`config.mk`:
```
export PLATFORM = sky130hd
export DESIGN_NAME = integer_to_radix_text_top
export DESIGN_NICKNAME = d
export VERILOG_FILES = /design/src/hw/rtl/i2rt_pkg.sv /design/src/hw/rtl/i2rt_divider.sv /design/src/hw/rtl/i2rt_digit_buf.sv /design/src/hw/rtl/integer_to_radix_text_top.sv
export SDC_FILE = /design/constraint.sdc
export NUM_CORES = 1
export LEC_CHECK = 0
export BUFFER_PORTS_ARGS = -buffer_cell sky130_fd_sc_hd__clkbuf_2
export CAP_MARGIN = 20
export CORE_ASPECT_RATIO = 1.25
export CORE_MARGIN = 10
export CORE_UTILIZATION = 40
export CTS_CLUSTER_DIAMETER = 150
export DETAILED_ROUTE_END_ITERATION = 10
export PLACE_DENSITY = 0.63
export SLEW_MARGIN = 20
export SYNTH_ARGS = -nofsm -noshare
export SYNTH_HDL_FRONTEND = slang
export SYNTH_SLANG_ARGS = --single-unit
```
`constraint.sdc`:
```
create_clock -name clk -period 3.4 [get_ports clk]
set_input_delay 0.68 -clock clk [delete_from_list [all_inputs] [get_ports clk]]
set_output_delay 0.68 -clock clk [all_outputs]
set_load 0.05 [all_outputs]
```
`src/hw/rtl/i2rt_pkg.sv`:
```
// Shared types, constants and helper functions for the integer-to-radix-text block.
// No dependencies; every other file refers to this package by scoped names.
package i2rt_pkg;

    // Input item field widths and positions inside the input tdata word.
    localparam int VALUE_BITS   = 64;
    localparam int MODE_POS     = 64;
    localparam int BASE_LSB     = 65;
    localparam int BASE_BITS    = 6;
    localparam int PAD_LSB      = 71;
    localparam int PAD_BITS     = 7;
    localparam int IN_DATA_BITS = 80;

    // Result item widths.
    localparam int CHAR_BITS     = 7;
    localparam int OUT_DATA_BITS = 8;

    // Digit store geometry and limits.
    localparam int MAX_CHARS  = 64;
    localparam int ADDR_BITS  = 6;
    localparam int COUNT_BITS = 7;

    localparam logic [BASE_BITS-1:0]  BASE_MIN  = 6'd2;
    localparam logic [BASE_BITS-1:0]  BASE_MAX  = 6'd36;
    localparam logic [PAD_BITS-1:0]   PAD_MAX   = 7'd64;
    localparam logic [CHAR_BITS-1:0]  CHAR_ZERO = 7'h30;
    localparam logic [CHAR_BITS-1:0]  CHAR_A    = 7'h41;
    localparam logic [BASE_BITS-1:0]  TEN       = 6'd10;

    // Status of the shared divider, seen by the sequencer.
    typedef struct packed {
        logic busy;
        logic done;
    } i2rt_div_status_t;

    // Maps a digit value 0..35 to its ASCII character.
    function automatic logic [CHAR_BITS-1:0] digit_to_char(input logic [BASE_BITS-1:0] d);
        logic [CHAR_BITS-1:0] c;
        begin
            if (d < TEN)
            begin
                c = CHAR_ZERO + {1'b0, d};
            end
            else
            begin
                c = CHAR_A + {1'b0, d} - {1'b0, TEN};
            end
            return c;
        end
    endfunction

endpackage

```
`src/hw/rtl/i2rt_divider.sv`:
```
// Bit-serial restoring divider: divides a VALUE_WIDTH-bit quotient word by a 6-bit base.
// Depends on i2rt_pkg for the base width and the status struct.
module i2rt_divider #(
    parameter int VALUE_WIDTH = 64
) (
    input  logic                               clk,
    input  logic                               rst_n,
    input  logic                               start,
    input  logic [VALUE_WIDTH-1:0]             dividend,
    input  logic [i2rt_pkg::BASE_BITS-1:0]     divisor,
    output logic [VALUE_WIDTH-1:0]             quotient,
    output logic [i2rt_pkg::BASE_BITS-1:0]     remainder,
    output i2rt_pkg::i2rt_div_status_t         status
);

    localparam int CNT_W = $clog2(VALUE_WIDTH + 1);

    logic [VALUE_WIDTH-1:0]           q_reg, q_next;
    logic [i2rt_pkg::BASE_BITS-1:0]   rem_reg, rem_next;
    logic [i2rt_pkg::BASE_BITS-1:0]   div_reg, div_next;
    logic [CNT_W-1:0]                 cnt_reg, cnt_next;
    logic                             busy_reg, busy_next;
    logic                             done_reg, done_next;

    logic [i2rt_pkg::BASE_BITS:0]     trial;
    logic [i2rt_pkg::BASE_BITS:0]     diff;
    logic                             ge;

    // One quotient bit per cycle: shift the next dividend bit into the remainder
    // and subtract the divisor when it fits.
    assign trial = {rem_reg, q_reg[VALUE_WIDTH-1]};
    assign ge    = (trial >= {1'b0, div_reg});
    assign diff  = trial - {1'b0, div_reg};

    always_comb
    begin
        q_next    = q_reg;
        rem_next  = rem_reg;
        div_next  = div_reg;
        cnt_next  = cnt_reg;
        busy_next = busy_reg;
        done_next = 1'b0;
        if (start)
        begin
            q_next    = dividend;
            rem_next  = '0;
            div_next  = divisor;
            cnt_next  = CNT_W'(VALUE_WIDTH);
            busy_next = 1'b1;
        end
        else if (busy_reg)
        begin
            q_next   = {q_reg[VALUE_WIDTH-2:0], ge};
            rem_next = ge ? diff[i2rt_pkg::BASE_BITS-1:0] : trial[i2rt_pkg::BASE_BITS-1:0];
            cnt_next = cnt_reg - 1'b1;
            if (cnt_reg == CNT_W'(1))
            begin
                busy_next = 1'b0;
                done_next = 1'b1;
            end
        end
    end

    always_ff @(posedge clk or negedge rst_n)
    begin
        if (!rst_n)
        begin
            cnt_reg  <= '0;
            busy_reg <= 1'b0;
            done_reg <= 1'b0;
        end
        else
        begin
            cnt_reg  <= cnt_next;
            busy_reg <= busy_next;
            done_reg <= done_next;
        end
    end

    always_ff @(posedge clk)
    begin
        q_reg   <= q_next;
        rem_reg <= rem_next;
        div_reg <= div_next;
    end

    assign quotient    = q_reg;
    assign remainder   = rem_reg;
    assign status.busy = busy_reg;
    assign status.done = done_reg;

    a_done_not_busy: assert property (@(posedge clk) disable iff (!rst_n)
        done_reg |-> !busy_reg)
        else $error("divider done while still busy");
    a_start_when_idle: assert property (@(posedge clk) disable iff (!rst_n)
        start |-> !busy_reg)
        else $error("divider started while busy");
    a_done_after_last_step: assert property (@(posedge clk) disable iff (!rst_n)
        (busy_reg && cnt_reg == CNT_W'(1) && !start) |=> done_reg)
        else $error("divider missed its done pulse");

endmodule

```
`src/hw/rtl/i2rt_digit_buf.sv`:
```
// Digit store: 64 entries of 6-bit digit values, one write port and one registered read port.
// Depends on i2rt_pkg for the depth and widths.
module i2rt_digit_buf (
    input  logic                               clk,
    input  logic                               wr_en,
    input  logic [i2rt_pkg::ADDR_BITS-1:0]     wr_addr,
    input  logic [i2rt_pkg::BASE_BITS-1:0]     wr_data,
    input  logic [i2rt_pkg::ADDR_BITS-1:0]     rd_addr,
    output logic [i2rt_pkg::BASE_BITS-1:0]     rd_data
);

    logic [i2rt_pkg::BASE_BITS-1:0] mem [i2rt_pkg::MAX_CHARS];
    logic [i2rt_pkg::BASE_BITS-1:0] rd_data_reg;

    always_ff @(posedge clk)
    begin
        if (wr_en)
        begin
            mem[wr_addr] <= wr_data;
        end
        rd_data_reg <= mem[rd_addr];
    end

    assign rd_data = rd_data_reg;

endmodule

```
`src/hw/rtl/integer_to_radix_text_top.sv`:
```
// The sequencer takes an item, then runs the shared bit-serial divider once per digit, then
// emits each character by a digit store read and an output load, which waits for a free output.
// Throughput: one item at a time; s_tready is high only while the sequencer is idle.
// Reset (rst_n, asynchronous, active low) clears the sequencer, counters and output valid;
// the digit store is not cleared, since every entry that is used is written before it is read.
module integer_to_radix_text_top #(
    parameter int VALUE_WIDTH = 64
) (
    input  logic                                  clk,
    input  logic                                  rst_n,
    // Input item stream.
    input  logic                                  s_tvalid,
    output logic                                  s_tready,
    // s_tdata, from bit 0 up: value[63:0], mode, base[5:0], pad_width[6:0], zero fill.
    input  logic [i2rt_pkg::IN_DATA_BITS-1:0]     s_tdata,
    // Result item stream.
    output logic                                  m_tvalid,
    input  logic                                  m_tready,
    // m_tdata, from bit 0 up: text_char[6:0], zero fill.
    output logic [i2rt_pkg::OUT_DATA_BITS-1:0]    m_tdata,
    // m_tuser, from bit 0 up: negative.
    output logic                                  m_tuser,
    output logic                                  m_tlast
);

    // The sequencer walks through: take item, run one division per digit, then read the
    // digits back most significant first and hand them to the output register.
    typedef enum logic [2:0] {
        ST_IDLE,
        ST_DIV_START,
        ST_DIV_WAIT,
        ST_EMIT_READ,
        ST_EMIT_LOAD
    } state_t;

    localparam logic [i2rt_pkg::COUNT_BITS-1:0] LAST_SLOT =
        i2rt_pkg::COUNT_BITS'(i2rt_pkg::MAX_CHARS - 1);

    state_t                                state_reg, state_next;
    logic [VALUE_WIDTH-1:0]                quo_reg, quo_next;
    logic [i2rt_pkg::BASE_BITS-1:0]        base_reg, base_next;
    logic [i2rt_pkg::PAD_BITS-1:0]         pad_reg, pad_next;
    logic                                  neg_reg, neg_next;
    logic [i2rt_pkg::COUNT_BITS-1:0]       dcount_reg, dcount_next;
    logic [i2rt_pkg::COUNT_BITS-1:0]       pos_reg, pos_next;
    logic                                  out_valid_reg, out_valid_next;
    logic [i2rt_pkg::CHAR_BITS-1:0]        out_char_reg, out_char_next;
    logic                                  out_neg_reg, out_neg_next;
    logic                                  out_last_reg, out_last_next;

    // Input field views.
    logic [VALUE_WIDTH-1:0]                in_value;
    logic                                  in_mode;
    logic [i2rt_pkg::BASE_BITS-1:0]        in_base;
    logic [i2rt_pkg::PAD_BITS-1:0]         in_pad;
    logic                                  in_neg;

    // Divider and digit store hookup.
    logic                                  div_start;
    logic [VALUE_WIDTH-1:0]                div_quotient;
    logic [i2rt_pkg::BASE_BITS-1:0]        div_remainder;
    i2rt_pkg::i2rt_div_status_t            div_status;
    logic                                  buf_wr_en;
    logic [i2rt_pkg::ADDR_BITS-1:0]        buf_rd_addr;
    logic [i2rt_pkg::BASE_BITS-1:0]        buf_rd_data;

    logic [i2rt_pkg::COUNT_BITS-1:0]       dcount_inc;
    logic [i2rt_pkg::COUNT_BITS-1:0]       total_chars;
    logic                                  out_free;

    assign in_value = s_tdata[VALUE_WIDTH-1:0];
    assign in_mode  = s_tdata[i2rt_pkg::MODE_POS];
    assign in_base  = s_tdata[i2rt_pkg::BASE_LSB +: i2rt_pkg::BASE_BITS];
    assign in_pad   = s_tdata[i2rt_pkg::PAD_LSB +: i2rt_pkg::PAD_BITS];
    assign in_neg   = in_mode & in_value[VALUE_WIDTH-1];

    assign s_tready    = (state_reg == ST_IDLE);
    assign div_start   = (state_reg == ST_DIV_START);
    assign buf_wr_en   = (state_reg == ST_DIV_WAIT) && div_status.done;
    assign buf_rd_addr = pos_reg[i2rt_pkg::ADDR_BITS-1:0];
    assign out_free    = !out_valid_reg || m_tready;

    // Character count: the digits produced, or the pad width if that is larger.
    assign dcount_inc  = dcount_reg + 1'b1;
    assign total_chars = (pad_reg > dcount_inc) ? pad_reg : dcount_inc;

    always_comb
    begin
        state_next     = state_reg;
        quo_next       = quo_reg;
        base_next      = base_reg;
        pad_next       = pad_reg;
        neg_next       = neg_reg;
        dcount_next    = dcount_reg;
        pos_next       = pos_reg;
        out_char_next  = out_char_reg;
        out_neg_next   = out_neg_reg;
        out_last_next  = out_last_reg;
        out_valid_next = m_tready ? 1'b0 : out_valid_reg;

        case (state_reg)
            ST_IDLE:
            begin
                if (s_tvalid)
                begin
                    // The two's complement negation also gives the right magnitude
                    // for the most negative value.
                    quo_next    = in_neg ? (~in_value + 1'b1) : in_value;
                    neg_next    = in_neg;
                    base_next   = (in_base < i2rt_pkg::BASE_MIN) ? i2rt_pkg::BASE_MIN :
                                  (in_base > i2rt_pkg::BASE_MAX) ? i2rt_pkg::BASE_MAX : in_base;
                    pad_next    = (in_pad > i2rt_pkg::PAD_MAX) ? i2rt_pkg::PAD_MAX : in_pad;
                    dcount_next = '0;
                    state_next  = ST_DIV_START;
                end
            end
            ST_DIV_START:
            begin
                state_next = ST_DIV_WAIT;
            end
            ST_DIV_WAIT:
            begin
                if (div_status.done)
                begin
                    quo_next    = div_quotient;
                    dcount_next = dcount_inc;
                    if (div_quotient != '0 && dcount_reg != LAST_SLOT)
                    begin
                        state_next = ST_DIV_START;
                    end
                    else
                    begin
                        pos_next   = total_chars - 1'b1;
                        state_next = ST_EMIT_READ;
                    end
                end
            end
            ST_EMIT_READ:
            begin
                state_next = ST_EMIT_LOAD;
            end
            ST_EMIT_LOAD:
            begin
                if (out_free)
                begin
                    // Positions beyond the digit count are leading pad zeros.
                    out_char_next  = (pos_reg < dcount_reg) ?
                                     i2rt_pkg::digit_to_char(buf_rd_data) : i2rt_pkg::CHAR_ZERO;
                    out_neg_next   = neg_reg;
                    out_last_next  = (pos_reg == '0);
                    out_valid_next = 1'b1;
                    if (pos_reg == '0)
                    begin
                        state_next = ST_IDLE;
                    end
                    else
                    begin
                        pos_next   = pos_reg - 1'b1;
                        state_next = ST_EMIT_READ;
                    end
                end
            end
            default:
            begin
                state_next = ST_IDLE;
            end
        endcase
    end

    always_ff @(posedge clk or negedge rst_n)
    begin
        if (!rst_n)
        begin
            state_reg     <= ST_IDLE;
            quo_reg       <= '0;
            base_reg      <= '0;
            pad_reg       <= '0;
            neg_reg       <= 1'b0;
            dcount_reg    <= '0;
            pos_reg       <= '0;
            out_valid_reg <= 1'b0;
            out_char_reg  <= '0;
            out_neg_reg   <= 1'b0;
            out_last_reg  <= 1'b0;
        end
        else
        begin
            state_reg     <= state_next;
            quo_reg       <= quo_next;
            base_reg      <= base_next;
            pad_reg       <= pad_next;
            neg_reg       <= neg_next;
            dcount_reg    <= dcount_next;
            pos_reg       <= pos_next;
            out_valid_reg <= out_valid_next;
            out_char_reg  <= out_char_next;
            out_neg_reg   <= out_neg_next;
            out_last_reg  <= out_last_next;
        end
    end

    i2rt_divider #(
        .VALUE_WIDTH (VALUE_WIDTH)
    ) u_divider (
        .clk       (clk),
        .rst_n     (rst_n),
        .start     (div_start),
        .dividend  (quo_reg),
        .divisor   (base_reg),
        .quotient  (div_quotient),
        .remainder (div_remainder),
        .status    (div_status)
    );

    i2rt_digit_buf u_digit_buf (
        .clk     (clk),
        .wr_en   (buf_wr_en),
        .wr_addr (dcount_reg[i2rt_pkg::ADDR_BITS-1:0]),
        .wr_data (div_remainder),
        .rd_addr (buf_rd_addr),
        .rd_data (buf_rd_data)
    );

    assign m_tvalid = out_valid_reg;
    assign m_tdata  = {1'b0, out_char_reg};
    assign m_tuser  = out_neg_reg;
    assign m_tlast  = out_last_reg;

    a_count_bounded: assert property (@(posedge clk) disable iff (!rst_n)
        dcount_reg <= i2rt_pkg::COUNT_BITS'(i2rt_pkg::MAX_CHARS))
        else $error("digit count beyond store depth");
    a_idle_divider_quiet: assert property (@(posedge clk) disable iff (!rst_n)
        s_tready |-> !div_status.busy)
        else $error("divider busy while accepting an item");
    a_emit_in_range: assert property (@(posedge clk) disable iff (!rst_n)
        (state_reg == ST_EMIT_LOAD) |-> (pos_reg < i2rt_pkg::COUNT_BITS'(i2rt_pkg::MAX_CHARS)))
        else $error("emit position beyond character limit");
    a_char_legal: assert property (@(posedge clk) disable iff (!rst_n)
        m_tvalid |-> (m_tdata[6:0] >= 7'h30 && m_tdata[6:0] <= 7'h5A))
        else $error("result character out of range");

endmodule
```
==> results_dict.tcl <==
set metrics [dict create \
    min_period_ns 3.33 \
    p_per_area_nw_per_um2 845 \
    min_path_type "primary input to asynchronous set/reset pin" \
    postRouteAntennaNets 0 \
    synth_edf_count 454 \
    routed_wl_um 59000 \
    viasPerCell 5.40 \
    die_w_um 246 \
    fin_ws_ns 0.0679 \
    ys_ff_latch 580 \
    dp_slack_ns -0.143 \
    ys_seq_area_share_pct 65.3 \
    numCtsBuffers 59 \
    grt_use_total_pct 15.8 \
    syn_nets 1984 \
    critPathCapture "pos_reg[3]$_DFFE_PN0P_" \
    cp-end-kind "flop" \
    worst_ep_arrival_time_ns 3.83 \
    clk_pin_slew_ns 0.06 \
    syn_area_um2 25600 \
    grt_pass1_vias 16300 \
    outcome "completed" \
    core_um2 63300 \
    maxCapViolCount 0 \
    synth_area_per_cell_um2 13.7 \
    fin_cells 2917 \
    intPower_mw 16.7 \
    cts_hold_buffers 0 \
    setup_viol 0 \
    cts_tree "yes" \
    grt-ovfl-total 0 \
    place_hpwl_um 39800 \
    fillers 5521 \
    worst_setup_path_start_kind "flop" \
    grt_antenna_before_repair 2 \
    initial_core_util_pct 40.5 \
    r2r_cells 17 \
    synthFlopType "edfxtp_1" \
    combPwrFrac_pct 31.9 \
    drt_first_pass_iters 5 \
    cp_max_fo 4 \
    grt_pass1_wl_um 92500 \
    ys_async_sr_fraction_pct 19.7 \
    hold_viol 0 \
    first_iter_violations 1371 \
    critPathLaunch "dcount_reg[0]$_DFFE_PN0P_" \
    yosys.area.top_type "edfxtp_1" \
    dieArea_um2 74600 \
    largest_reg_flops 384 \
    clockRootBuffer "clkbuf_16" \
    globalplace.congestion 0.857 \
    h-tree-depth 2 \
    vias 15800 \
    peakVddDrop_uv 413 \
    r2r-start "dcount_reg[0]$_DFFE_PN0P_" \
    drive_gt1_share_pct 22.1 \
    antenna_cells 0 \
    drc_errors 0 \
    leakage_nw 10.8 \
    skew_ns 0.0111 \
    report.final.slew_viol_count 0 \
    swShare_pct 33.3 \
    power_mw 25.0 \
    period_share_pct 98.0 \
    crit_required_ns 3.89 \
    io_buffers 92 \
    cts_buffer_depth 3 \
    ys_warn_count 0 \
    avgRoutedWirePerCell_um 20.2 \
    holdWs_ns 0.0968 \
    synth_top_area_share_pct 53.2 \
    nNetsFinal 2138 \
    clockPowerShare_pct 25.3 \
    p_sw_mw 8.33 \
    clkLatencyLatePin_ns 0.61 \
    synthToLayoutAreaGrowth_pct 15.5 \
    post-route-util_pct 46.8 \
    rows 103 \
    rsz0062_at_grt "true" \
    synth_commonest_cells "454 x edfxtp_1, 327 x nand2_1, 177 x nor2_1, 126 x mux4_2, 114 x dfrtp_1" \
    synth_cell_types 72 \
    fmax_ghz 0.300 \
    clkSinkCount 580 \
    yosysMostFrequentCell "edfxtp_1" \
    reg2reg_to "pos_reg[3]$_DFFE_PN0P_" \
    p_seq_share_pct 42.8 \
    regToRegSetupSlack_ns 0.07 \
    netlist_instances 1874 \
    synthTopCellsByArea "edfxtp_1 53%, dfrtp_1 11%, mux4_2 11%, nand2_1 4.8%, nor2_1 2.6%" \
    slew_headroom_pct 37.0 \
    dp.cells 2799 \
    tightest_slew_ns 0.945 \
    grt_start_max_net_pins 92 \
    criticalPathCategory "flop to flop" \
    die_h_um 303 \
    io-pin-count 96 \
]
## worst max-delay path, cell delays in order (launching register included)
cell,delay [ns]
dfrtp_1,0.41
ha_4,0.19
nand2_4,0.06
nor2_4,0.04
xnor2_2,0.14
ha_1,0.31
buf_4,0.12
nand2_1,0.04
or3_1,0.34
o21ai_1,0.23
nor2_4,0.07
mux2i_2,0.17
buf_4,0.14
buf_4,0.12
buf_4,0.12
o2111ai_1,0.32
xor2_1,0.12
mux2_2,0.28
## metrics by stage
step | setup TNS (ns) | instance area [um^2]
2_1_floorplan | 0 | 25600
3_3_place_gp | -0.375 | 27500
3_5_place_dp | -0.878 | 27500
4_1_cts | 0 | 29500
5_1_grt | -0.429 | 29600
6_report | 0 | 29600
## per-layer routing
layer / up-vias / wire, um / track usage (%)
met3: 101 / 3590 / 3.88
li1: 7293 / - / -
met5: - / 32 / 0
met1: 7921 / 24100 / 19.5
met2: 432 / 29800 / 27.1
met4: 4 / 1450 / 4.49
## logic make-up after synthesis
logic type      synth area share, %
simple gates                   10.7
flops                          65.3
buf+inv                        1.98
fa+ha+maj                      1.34
other cells                  0.0146
compound gates                 6.44
mux                            11.7
xor+xnor                       2.56
## how the worst min path moves through the flow
stage / from / to / slack [ns] / cells after the start
floorplan: rst_n / base_reg[0]$_DFFE_PN0P_ / 0.38 / 0
finish: rst_n / quo_reg[30]$_DFFE_PN0P_ / 0.1 / 1
global placement: base_reg[2]$_DFFE_PN0P_ / u_divider.div_reg[2]$_DFFE_PP_ / 0.43 / 0
CTS: rst_n / quo_reg[30]$_DFFE_PN0P_ / 0.12 / 1
global route: rst_n / quo_reg[30]$_DFFE_PN0P_ / 0.14 / 1
detailed placement: base_reg[2]$_DFFE_PN0P_ / u_divider.div_reg[2]$_DFFE_PP_ / 0.44 / 0
## power by group through the flow
| stage | sequential [mW] | clock, mW | combinational, mW |
|---|---|---|---|
| floorplan | 10.8 | 0 | 5.31 |
| detailed placement | 10.8 | 0 | 7.94 |
| CTS | 10.7 | 6.47 | 7.98 |
| finish | 10.7 | 6.33 | 7.97 |
| global route | 10.9 | 6.75 | 8.81 |
| global placement | 10.8 | 0 | 7.70 |
## what timing repair did
item	4_1_cts	5_1_grt
resized for setup	3	20
pin swaps	3	13
buffers inserted	3	5
endpoints found under the setup margin	1	5
gates cloned	0	0
## area by class of cell
cell class / count / area, um^2 / area share (%)
clock buffer: 81 / 1640 / 5.54
tap: 840 / 1050 / 3.55
timing repair buffer: 187 / 1240 / 4.19
clock inverter: 29 / 262 / 0.884
inverter: 40 / 150 / 0.507
multi-input combinational: 1160 / 8510 / 28.8
sequential: 580 / 16700 / 56.6
## layout by cell type (no fill, tap or decap), types with 6 or more instances in the layout
master     instances
edfxtp_1         454
nand2_1          326
nor2_1           172
mux4_2           126
dfrtp_1          108
a21oi_1          101
clkbuf_2          91
buf_4             91
o21ai_0           85
clkbuf_16         59
inv_1             37
xor2_1            36
xnor2_1           35
ha_1              22
nor4_1            21
nand3_1           20
a31oi_1           14
clkinv_2          14
clkbuf_1          14
nor3_1            13
o22ai_1           12
or3_1             11
o21ai_1           10
clkinv_1           9
nand2b_1           9
mux2i_1            9
nand3b_1           8
clkbuf_8           8
a21o_1             7
o31ai_1            7
and3_1             6
nand4_1            6
dfxtp_1            6
dfxtp_2            6
No activity file was read; power rests on OpenSTA's default activity.
